$ cat src/design/spqu_pkg.sv
package spqu_pkg;

    // Command codes of the input channel
    localparam logic CMD_INSERT = 1'b0;
    localparam logic CMD_REMOVE = 1'b1;

    // Status codes of the result channel
    localparam logic [1:0] STATUS_OK        = 2'd0;
    localparam logic [1:0] STATUS_UNDERFLOW = 2'd1;
    localparam logic [1:0] STATUS_OVERFLOW  = 2'd2;

    // Fixed width of the entry-count result field
    localparam int OUT_COUNT_W = 5;

    // Per-cycle command broadcast to every cell
    typedef struct packed {
        logic insert;
        logic remove;
    } cell_ctrl_t;

endpackage

$ cat src/design/spqu_cell.sv
module spqu_cell #(
    parameter int KEY_WIDTH  = 16,
    parameter int DATA_WIDTH = 32,
    parameter int CNT_W      = 5,
    parameter int INDEX      = 0
) (
    input  logic                         aclk,
    input  spqu_pkg::cell_ctrl_t         ctrl,
    input  logic [CNT_W-1:0]             count,
    input  logic signed [KEY_WIDTH-1:0]  new_key,
    input  logic [DATA_WIDTH-1:0]        new_data,
    input  logic                         left_le,
    input  logic signed [KEY_WIDTH-1:0]  left_key,
    input  logic [DATA_WIDTH-1:0]        left_data,
    input  logic signed [KEY_WIDTH-1:0]  right_key,
    input  logic [DATA_WIDTH-1:0]        right_data,
    output logic                         le,
    output logic signed [KEY_WIDTH-1:0]  key,
    output logic [DATA_WIDTH-1:0]        data,
    output logic [DATA_WIDTH-1:0]        data_next
);

    logic signed [KEY_WIDTH-1:0] key_reg, key_next;
    logic [DATA_WIDTH-1:0]       data_reg;
    logic                        occupied;

    // Cell holds an entry when its slot lies below the fill count
    assign occupied = (count > CNT_W'(INDEX));

    // Entry stays put on insert when it leaves no later than the new one
    assign le = occupied && (key_reg <= new_key);

    // Pick the next entry: keep, take the new one, or shift from a neighbor
    always_comb begin
        key_next  = key_reg;
        data_next = data_reg;
        if (ctrl.insert && !le) begin
            if (left_le) begin
                key_next  = new_key;
                data_next = new_data;
            end else begin
                key_next  = left_key;
                data_next = left_data;
            end
        end else if (ctrl.remove) begin
            key_next  = right_key;
            data_next = right_data;
        end
    end

    // Hold the entry
    always_ff @(posedge aclk) begin
        key_reg  <= key_next;
        data_reg <= data_next;
    end

    assign key  = key_reg;
    assign data = data_reg;

endmodule

$ cat src/design/stable_priority_queue_unit.sv
// Channel  | Ports                                     | Direction
// ---------+-------------------------------------------+----------
// request  | s_valid s_ready s_cmd s_priority_req s_data | in
// result   | m_valid m_ready m_removed_data m_front_data | out
//          | m_front_valid m_entry_count m_status        |
//
// One request per cycle while m_ready keeps s_ready high: every cell compares
// and shifts in parallel, so an insert or remove settles at the clock edge that
// accepts it, and the result shows in the next cycle from the output register.
// Reset (aresetn low, synchronous) empties the queue and drops any result.
// A result held on the output blocks new requests only while m_ready is low.
module stable_priority_queue_unit #(
    parameter int CAPACITY   = 16,
    parameter int KEY_WIDTH  = 16,
    parameter int DATA_WIDTH = 32
) (
    input  logic               aclk,
    input  logic               aresetn,
    input  logic               s_valid,
    output logic               s_ready,
    input  logic               s_cmd,
    input  logic signed [15:0] s_priority_req,
    input  logic signed [31:0] s_data,
    output logic               m_valid,
    input  logic               m_ready,
    output logic signed [31:0] m_removed_data,
    output logic signed [31:0] m_front_data,
    output logic               m_front_valid,
    output logic [4:0]         m_entry_count,
    output logic [1:0]         m_status
);

    localparam int CNT_W = $clog2(CAPACITY + 1);

    logic [CNT_W-1:0]            count_reg, count_next;
    logic                        m_valid_reg;
    logic [31:0]                 removed_reg, front_reg;
    logic                        front_valid_reg;
    logic [4:0]                  entry_count_reg;
    logic [1:0]                  status_reg, status_next;

    logic                        accept;
    logic                        full;
    logic                        empty;
    spqu_pkg::cell_ctrl_t        ctrl;
    logic signed [31:0]          key32;
    logic signed [63:0]          data64;
    logic signed [KEY_WIDTH-1:0] new_key;
    logic [DATA_WIDTH-1:0]       new_data;

    logic                        le_chain   [CAPACITY+1];
    logic signed [KEY_WIDTH-1:0] key_chain  [CAPACITY+2];
    logic [DATA_WIDTH-1:0]       data_chain [CAPACITY+2];
    logic [DATA_WIDTH-1:0]       head_next;
    logic [63:0]                 head_now64, head_next64, count64;

    assign accept  = s_valid && s_ready;
    assign s_ready = !m_valid_reg || m_ready;
    assign full    = (count_reg == CNT_W'(CAPACITY));
    assign empty   = (count_reg == '0);

    // Widen the request fields, then keep the stored widths
    assign key32    = 32'(s_priority_req);
    assign data64   = 64'(s_data);
    assign new_key  = key32[KEY_WIDTH-1:0];
    assign new_data = data64[DATA_WIDTH-1:0];

    // Decode the command and the next fill count
    always_comb begin
        ctrl        = '0;
        status_next = spqu_pkg::STATUS_OK;
        count_next  = count_reg;
        if (accept) begin
            if (s_cmd == spqu_pkg::CMD_INSERT) begin
                if (full) begin
                    status_next = spqu_pkg::STATUS_OVERFLOW;
                end else begin
                    ctrl.insert = 1'b1;
                    count_next  = count_reg + 1'b1;
                end
            end else begin
                if (empty) begin
                    status_next = spqu_pkg::STATUS_UNDERFLOW;
                end else begin
                    ctrl.remove = 1'b1;
                    count_next  = count_reg - 1'b1;
                end
            end
        end
    end

    // Chain ends: the head always sees the new entry, the tail shifts in zeros
    assign le_chain[0]            = 1'b1;
    assign key_chain[0]           = '0;
    assign data_chain[0]          = '0;
    assign key_chain[CAPACITY+1]  = '0;
    assign data_chain[CAPACITY+1] = '0;

    for (genvar i = 0; i < CAPACITY; i++) begin : g_cell
        logic [DATA_WIDTH-1:0] cell_data_next;

        spqu_cell #(
            .KEY_WIDTH  (KEY_WIDTH),
            .DATA_WIDTH (DATA_WIDTH),
            .CNT_W      (CNT_W),
            .INDEX      (i)
        ) u_cell (
            .aclk       (aclk),
            .ctrl       (ctrl),
            .count      (count_reg),
            .new_key    (new_key),
            .new_data   (new_data),
            .left_le    (le_chain[i]),
            .left_key   (key_chain[i]),
            .left_data  (data_chain[i]),
            .right_key  (key_chain[i+2]),
            .right_data (data_chain[i+2]),
            .le         (le_chain[i+1]),
            .key        (key_chain[i+1]),
            .data       (data_chain[i+1]),
            .data_next  (cell_data_next)
        );
    end

    assign head_next   = g_cell[0].cell_data_next;
    assign head_now64  = 64'(data_chain[1]);
    assign head_next64 = 64'(head_next);
    assign count64     = 64'(count_next);

    // Advance the fill count
    always_ff @(posedge aclk) begin
        if (!aresetn) begin
            count_reg <= '0;
        end else begin
            count_reg <= count_next;
        end
    end

    // Hold the result until its transfer
    always_ff @(posedge aclk) begin
        if (!aresetn) begin
            m_valid_reg <= 1'b0;
        end else if (accept) begin
            m_valid_reg <= 1'b1;
        end else if (m_ready) begin
            m_valid_reg <= 1'b0;
        end
    end

    always_ff @(posedge aclk) begin
        if (accept) begin
            removed_reg     <= ctrl.remove ? head_now64[31:0] : '0;
            front_reg       <= (count_next != '0) ? head_next64[31:0] : '0;
            front_valid_reg <= (count_next != '0);
            entry_count_reg <= count64[spqu_pkg::OUT_COUNT_W-1:0];
            status_reg      <= status_next;
        end
    end

    assign m_valid        = m_valid_reg;
    assign m_removed_data = removed_reg;
    assign m_front_data   = front_reg;
    assign m_front_valid  = front_valid_reg;
    assign m_entry_count  = entry_count_reg;
    assign m_status       = status_reg;

endmodule
$ cat config.mk
export PLATFORM = sky130hd
export DESIGN_NAME = stable_priority_queue_unit
export DESIGN_NICKNAME = d
export VERILOG_FILES = /design/src/design/spqu_pkg.sv /design/src/design/spqu_cell.sv /design/src/design/stable_priority_queue_unit.sv
export SDC_FILE = /design/constraint.sdc
export NUM_CORES = 2
export LEC_CHECK = 0
export BUFFER_PORTS_ARGS = -buffer_cell sky130_fd_sc_hd__buf_2
export CORE_ASPECT_RATIO = 1.2
export CORE_MARGIN = 3
export CORE_UTILIZATION = 57
export CTS_CLUSTER_DIAMETER = 40
export DETAILED_ROUTE_END_ITERATION = 7
export GPL_ROUTABILITY_DRIVEN = 1
export PLACE_DENSITY_LB_ADDON = 0.15
export SYNTH_ARGS = -nofsm -noshare
export SYNTH_HDL_FRONTEND = slang
export SYNTH_SLANG_ARGS = --single-unit
$ cat constraint.sdc
create_clock -name aclk -period 6.9 [get_ports aclk]
set_clock_uncertainty 0.15 [all_clocks]
set_input_delay 1.38 -clock aclk [delete_from_list [all_inputs] [get_ports aclk]]
set_output_delay 1.38 -clock aclk [all_outputs]
set_load 0.01 [all_outputs]
# Yosys cells after proc, flatten, opt, wreduce, memory -nomap -nowiden
# Cells that the tools add are included.
[totals] ff_bits=846 out_inout_bits=74 wordCells=252
[op_classes] order_cmp=32 n_eq_ne=1 n_mux=108 add_sub_neg=2 n_reduce_logical=70
[op_table] cell="two-way mux 32 bit" n=47
[op_table] cell="two-way mux 16 bit" n=47
[op_table] cell="less-or-equal comparator 16 bit" n=16
[op_table] cell="greater-than comparator 5 x 4 -> 1 bit (second input constant)" n=8
[op_table] cell="nonzero test 2 bit" n=17
[op_table] cell="logical AND 1 bit" n=33
[op_table] cell="greater-than comparator 5 x 3 -> 1 bit (second input constant)" n=4
[op_table] cell="two-way mux 5 bit" n=4
[op_table] cell="zero test 1 bit" n=17
[op_table] cell="greater-than comparator 5 x 1 -> 1 bit (second input constant)" n=2
[op_table] cell="greater-than comparator 5 x 2 -> 1 bit (second input constant)" n=2
[op_table] cell="two-way mux 1 bit" n=7
[op_table] cell="two-way mux 2 bit" n=3
[op_table] cell="adder 5 x 1 -> 5 bit (second input constant)" n=1
[op_table] cell="== test 5 bit (second input constant)" n=1
[op_table] cell="zero test 5 bit" n=1
[op_table] cell="nonzero test 5 bit" n=1
[op_table] cell="subtractor 5 x 1 -> 5 bit (second input constant)" n=1
[op_table] cell="logical OR 1 bit" n=1

# Depth between registers and ports, before layout
[depth] ltp_word=6 mapped_depth=15 mapped_depth_nobuf=10

# Cells and area by module
# Synthesis repeated with hierarchy kept, for this count alone.
[hier_totals] cells_unflattened=5768 area_unflattened_um2=57795.4
[modules_own_cells] mod="spqu_cell (g_cell[11].u_cell)" seq_area_each_um2=1121.1 area_per_inst_um2=4714.5 cells_per_inst=610 n_inst=1
[modules_own_cells] mod="spqu_cell (g_cell[13].u_cell)" seq_area_each_um2=1121.1 area_per_inst_um2=4525.6 cells_per_inst=543 n_inst=1
[modules_own_cells] mod="spqu_cell (g_cell[14].u_cell)" seq_area_each_um2=1121.1 area_per_inst_um2=4506.8 cells_per_inst=543 n_inst=1
[modules_own_cells] mod="spqu_cell (g_cell[0].u_cell)" seq_area_each_um2=1121.1 area_per_inst_um2=3887.5 cells_per_inst=459 n_inst=1
[modules_own_cells] mod="spqu_cell (g_cell[12].u_cell)" seq_area_each_um2=1121.1 area_per_inst_um2=3465.8 cells_per_inst=388 n_inst=1
[modules_own_cells] mod="spqu_cell (g_cell[9].u_cell)" seq_area_each_um2=1121.1 area_per_inst_um2=3333.2 cells_per_inst=329 n_inst=1
[modules_own_cells] mod="stable_priority_queue_unit" seq_area_each_um2=2282.2 area_per_inst_um2=3248.1 cells_per_inst=221 n_inst=1
[modules_own_cells] mod="spqu_cell (g_cell[6].u_cell)" seq_area_each_um2=1121.1 area_per_inst_um2=3233.1 cells_per_inst=342 n_inst=1
[modules_own_cells] mod="spqu_cell (g_cell[4].u_cell)" seq_area_each_um2=1121.1 area_per_inst_um2=3017.9 cells_per_inst=257 n_inst=1
[modules_own_cells] mod="spqu_cell (g_cell[2].u_cell)" seq_area_each_um2=1121.1 area_per_inst_um2=3014.1 cells_per_inst=256 n_inst=1
[modules_own_cells] mod="spqu_cell (g_cell[7].u_cell)" seq_area_each_um2=1121.1 area_per_inst_um2=3007.9 cells_per_inst=255 n_inst=1
[modules_own_cells] mod="spqu_cell (g_cell[5].u_cell)" seq_area_each_um2=1121.1 area_per_inst_um2=3000.4 cells_per_inst=253 n_inst=1
[modules_own_cells] mod="spqu_cell (g_cell[3].u_cell)" seq_area_each_um2=1121.1 area_per_inst_um2=2982.9 cells_per_inst=258 n_inst=1
[modules_own_cells] mod="spqu_cell (g_cell[15].u_cell)" seq_area_each_um2=1121.1 area_per_inst_um2=2969.1 cells_per_inst=253 n_inst=1
[modules_own_cells] mod="+3 rows"

# Worst setup path after synthesis
# OpenSTA, ideal clock, no wires.
[synth_path] kind="input to register" startpoint="in s_priority_req[15]" endpoint="reg g_cell[7].u_cell.data_reg[0], enable pin" arrival_ps=6732 n_path_buf=3 stages=12 setup_slack_ps=-502 setup_ps=520 required_time_ps=6230 path_cell_list="clkbuf_1 -> inv_1 -> ha_1 -> nand2_1 -> nor3_1 -> o21ai_0 -> o21bai_1 -> o211ai_1 -> nand3b_1 -> buf_4 -> buf_4 -> o21ai_0"
[synth_via] elab_chain_cells=5
[synth_rtl] item="start, declared" line_no="stable_priority_queue_unit.sv:22" text="input logic signed [15:0] s_priority_req,"
[synth_rtl] item="less-or-equal comparator 16 bit" line_no="spqu_cell.sv:31" text="assign le = occupied && (key_reg <= new_key);"
[synth_rtl] item="logical AND 1 bit" line_no="spqu_cell.sv:31"
[synth_rtl] item="zero test 1 bit" line_no="spqu_cell.sv:37" text="if (ctrl.insert && !le) begin"
[synth_rtl] item="logical AND 1 bit" line_no="spqu_cell.sv:37"
[synth_rtl] item="nonzero test 2 bit (no line)"
[synth_rtl] item="end signal, assigned" line_no="spqu_cell.sv:54" text="data_reg <= data_next;"
[synth_rtl] item="end, declared" line_no="spqu_cell.sv:24" text="logic [DATA_WIDTH-1:0] data_reg;"
# No other way between the ends.
# A chain may end at the register's enable or synchronous reset.

# Final worst setup path
[layout_path] startpoint="in s_priority_req[15]" endpoint="reg g_cell[11].u_cell.data_reg[9] (data pin)"
[layout_via] elab_chain_cells=5 word_cells_on_any_way=8
[layout_rtl] item="less-or-equal comparator 16 bit" line_no="spqu_cell.sv:31"
[layout_rtl] item="logical AND 1 bit" line_no="spqu_cell.sv:31"
[layout_rtl] item="zero test 1 bit" line_no="spqu_cell.sv:37"
[layout_rtl] item="logical AND 1 bit" line_no="spqu_cell.sv:37"
[layout_rtl] item="two-way mux 32 bit *" line_no="spqu_cell.sv:37"
[layout_rtl] item="via g_cell[11].cell_data_next[9]" line_no="stable_priority_queue_unit.sv:100" text="logic [DATA_WIDTH-1:0] cell_data_next;"
[layout_rtl] item="end signal, assigned" line_no="spqu_cell.sv:54"
[layout_rtl] item="end, declared" line_no="spqu_cell.sv:24"
# The timed path passes the listed nets; every way through them passes the cells marked *.

==> summary.txt <==
Synth
  – Yosys cell types: 70
  – Post-synthesis cell count: roughly 4,500
  – Post-synth ARST share: 0%
  – Yosys warns: 0
  – Most used DFF post-synth: edfxtp_1
  – Post-synthesis sequential area ratio: 51.5%
  – Syn Area/Cell: between 10 and 15 sq um
  – Post-Synthesis Net Count: slightly below 5,000
  – Seq cells post-synth: 846
  – Post-synth EDFFs: just over 800
  – Mapped Area: around 50,000 sq um

Floorplanning
  – Num ports: roughly 130
  – Row cnt: approximately 120
  – Die ar.: ~89,000 sq um
  – Initial Utilization: 57.9%
  – Die H: about 330 um
  – Die Wd: ~270 um
  – Core Box Area: ~84,000 sq um

Clock network
  – CTS tree: done
  – Clock transition at path regs: 0.05 ns
  – Root Buffer: clkbuf_16
  – Clock Sinks: roughly 850
  – CTS Hold Bufs: 0
  – Post_cts resized: 0
  – CTS max path bufs: 3
  – Clock Latency Late Sink: 0.73 ns
  – Total CTS buffers: about 130
  – Setup Buffers After CTS: 0
  – H-tree depth: 4

Setup path
  – Worst setup EP type: register
  – Reg-to-Reg End: g_cell[14].u_cell.key[2]
  – Worst Reg-to-Reg Cells: 9
  – Req. time, crit path: 7.31 ns
  – Setup slack, reg-to-reg: between 2 and 3 ns
  – Crit path DAT: 5.64 ns
  – RR Startpoint: count_reg[1]
  – Crit path max fanout: 96
  – Crit Path Category: primary input to register
  – Worst setup SP type: primary input

Route
  – Vias per cell: approximately 6.4
  – DRT iter0 DRCs: 3,578
  – Final WL: about 130 mm
  – Post-route DRC: 0
  – First drt pass iteration count: 8
  – Drt wl/cell: between 20 and 25 um
  – Antenna viol nets, final: 0
  – DR vias: approximately 37,000

Cells and area
  – Layout cell share with drive strength beyond 1: 10.7%
  – Finished Layout Cells: 5,703
  – Nets: approximately 4,800
  – Register area: roughly 25,000 sq um
  – Max reg flops: around 510
  – Footprint of the multi-input gates: around 22,000 sq um
  – Area Overhead vs Synth: 12.2%
  – Fillers: 6,831

GRT
  – Gr usage total: 30.0%
  – Initial antenna violation count: 2
  – GRT overflow: 0
  – Vias in the first global route: roughly 38,000
  – First-pass GRT wire length: roughly 210 mm
  – Largest net degree at the start of global routing: a little under 100

Hold path
  – Hold Path Stages: 2
  – HP Class: register to register
  – Start point of the worst hold path: m_valid
  – Hold Path End: m_valid

Pwr
  – Pleak: approximately 22 nW
  – Worst vdd ir: between 200 and 300 uV
  – Power density over cell area: around 330 nW/um^2

Timing
  – Post-route setup slack: roughly 1.7 ns
  – RSZ-0062 raised after global routing: no
  – Slew headroom: 20.0%
  – Slew @ Worst Pin: around 1.2 ns
  – Setup TNS: 0 ns
  – Final Critical Period: ~5.2 ns
  – Final period utilization: 75.9%
  – Final Hold Fails: 0
  – Final slew viol count: 0
  – Final setup fails: 0
  – Fmax: approximately 190 MHz

Place
  – Dpl ws: approximately 1 ns
  – Placed Cells: 5,463
  – GPL Wtd Cong: about 0.92
  – PortBufs: 126
  – Post-DP HPWL: ~93 mm

Flow run
  – Maxcap violations: 0

Run status
  – Outcome: finished, final reports clean
[cells in the final DEF (no fill, tap or decap), drive strengths merged, types with 48 or more instances in the layout]
master	count
nand4	58
nand3	80
nor2	300
nand2	397
clkbuf	150
nor3	48
inv	63
edfxtp	808
buf	210
mux2i	638
o21ai	559
a21oi	528
ha	261
[critical path: stages]
cell and delay (ns):
buf_2 0.33, inv_1 0.48, ha_2 0.63, buf_4 0.51, nand2_1 0.10, o21ai_0 0.36, or4_1 0.34, o211ai_1 0.18
a21oi_4 0.20, buf_4 0.73, nor2_1 0.13, a21oi_1 0.18
[metal layers]
layer	track usage (%)	vias up	part of all wire, %	wire [um]
li1	-	17000	-	-
met1	36.3	18100	39	52400
met2	53.1	1247	52	69800
met3	4.25	352	5.0	6700
met4	13.5	2	4.4	5970
met5	0	-	0.0096	13
[cell type report]
| type | instances | share of cell area (%) |
|---|---|---|
| inverters | 52 | 0.358 |
| multi-input cells | 3234 | 40.2 |
| repair buffers | 210 | 2.61 |
| clock inverters | 88 | 1.78 |
| flip-flops and latches | 846 | 45.9 |
| clock buffers | 150 | 6.52 |
| diodes | 2 | 0.00919 |
| well taps | 1121 | 2.57 |
[metrics by stage]
stage | power, mW | util (%) | hold slack (ns) | cell area, sq um
floorplan | 9.79 | - | 0.371 | 48600
global placement | 10.9 | 59.5 | 0.371 | 50000
detailed placement | 11.0 | 59.5 | 0.399 | 50000
CTS | 17.8 | 64.9 | 0.411 | 54500
global route | 18.5 | 64.9 | 0.430 | 54500
finish | 17.7 | 64.9 | 0.404 | 54500
[kinds of logic after synthesis]
group	synth area share (%)
compound gates	15.4
simple gates	9.05
flops	51.5
mux	13.2
buf+inv	4.02
fa+ha+maj	6.72
xor+xnor	0.108
[where the power goes]
| part | leakage, nW | switching, mW | internal (mW) |
|---|---|---|---|
| sequential | 8.02 | 0.595 | 6.85 |
| combinational | 11.5 | 2.19 | 1.28 |
| clock | 2.16 | 2.53 | 4.28 |
[how the worst max path moves through the flow]
stage / to / from / slack [ns]
2_1_floorplan: g_cell[7].u_cell.data[0] / s_priority_req[15] / 0.80
3_3_place_gp: g_cell[12].u_cell.key[8] / s_priority_req[9] / 1.14
3_5_place_dp: g_cell[12].u_cell.key[13] / s_priority_req[9] / 1.03
4_1_cts: g_cell[12].u_cell.key[4] / s_priority_req[9] / 1.77
5_1_grt: g_cell[11].u_cell.data[10] / s_priority_req[15] / 1.44
6_report: g_cell[11].u_cell.data[9] / s_priority_req[15] / 1.67
[cell usage after synthesis (8+ instances only)]
cell | count | area [sq um]
nor4_1 | 9 | 56.3
o21ai_0 | 542 | 2710
nor2b_1 | 19 | 119
buf_1 | 17 | 63.8
a211oi_1 | 43 | 323
nand2_1 | 397 | 1490
ha_1 | 261 | 3270
o211ai_1 | 16 | 120
o21a_1 | 12 | 90.1
a222oi_1 | 46 | 460
buf_2 | 119 | 596
mux2i_1 | 638 | 6390
nand2b_1 | 14 | 87.6
clkbuf_1 | 247 | 927
buf_4 | 13 | 97.6
a21o_1 | 25 | 188
and2_1 | 41 | 257
o21ai_1 | 17 | 85.1
nor2_1 | 300 | 1130
a21oi_1 | 528 | 2640
nand4_1 | 57 | 357
nand3_1 | 80 | 400
or4_1 | 8 | 60.1
inv_1 | 51 | 191
nor3_1 | 46 | 230
edfxtp_1 | 808 | 24300
dfxtp_1 | 38 | 761
a22o_1 | 46 | 403
Power figures use the tool's default switching activity.
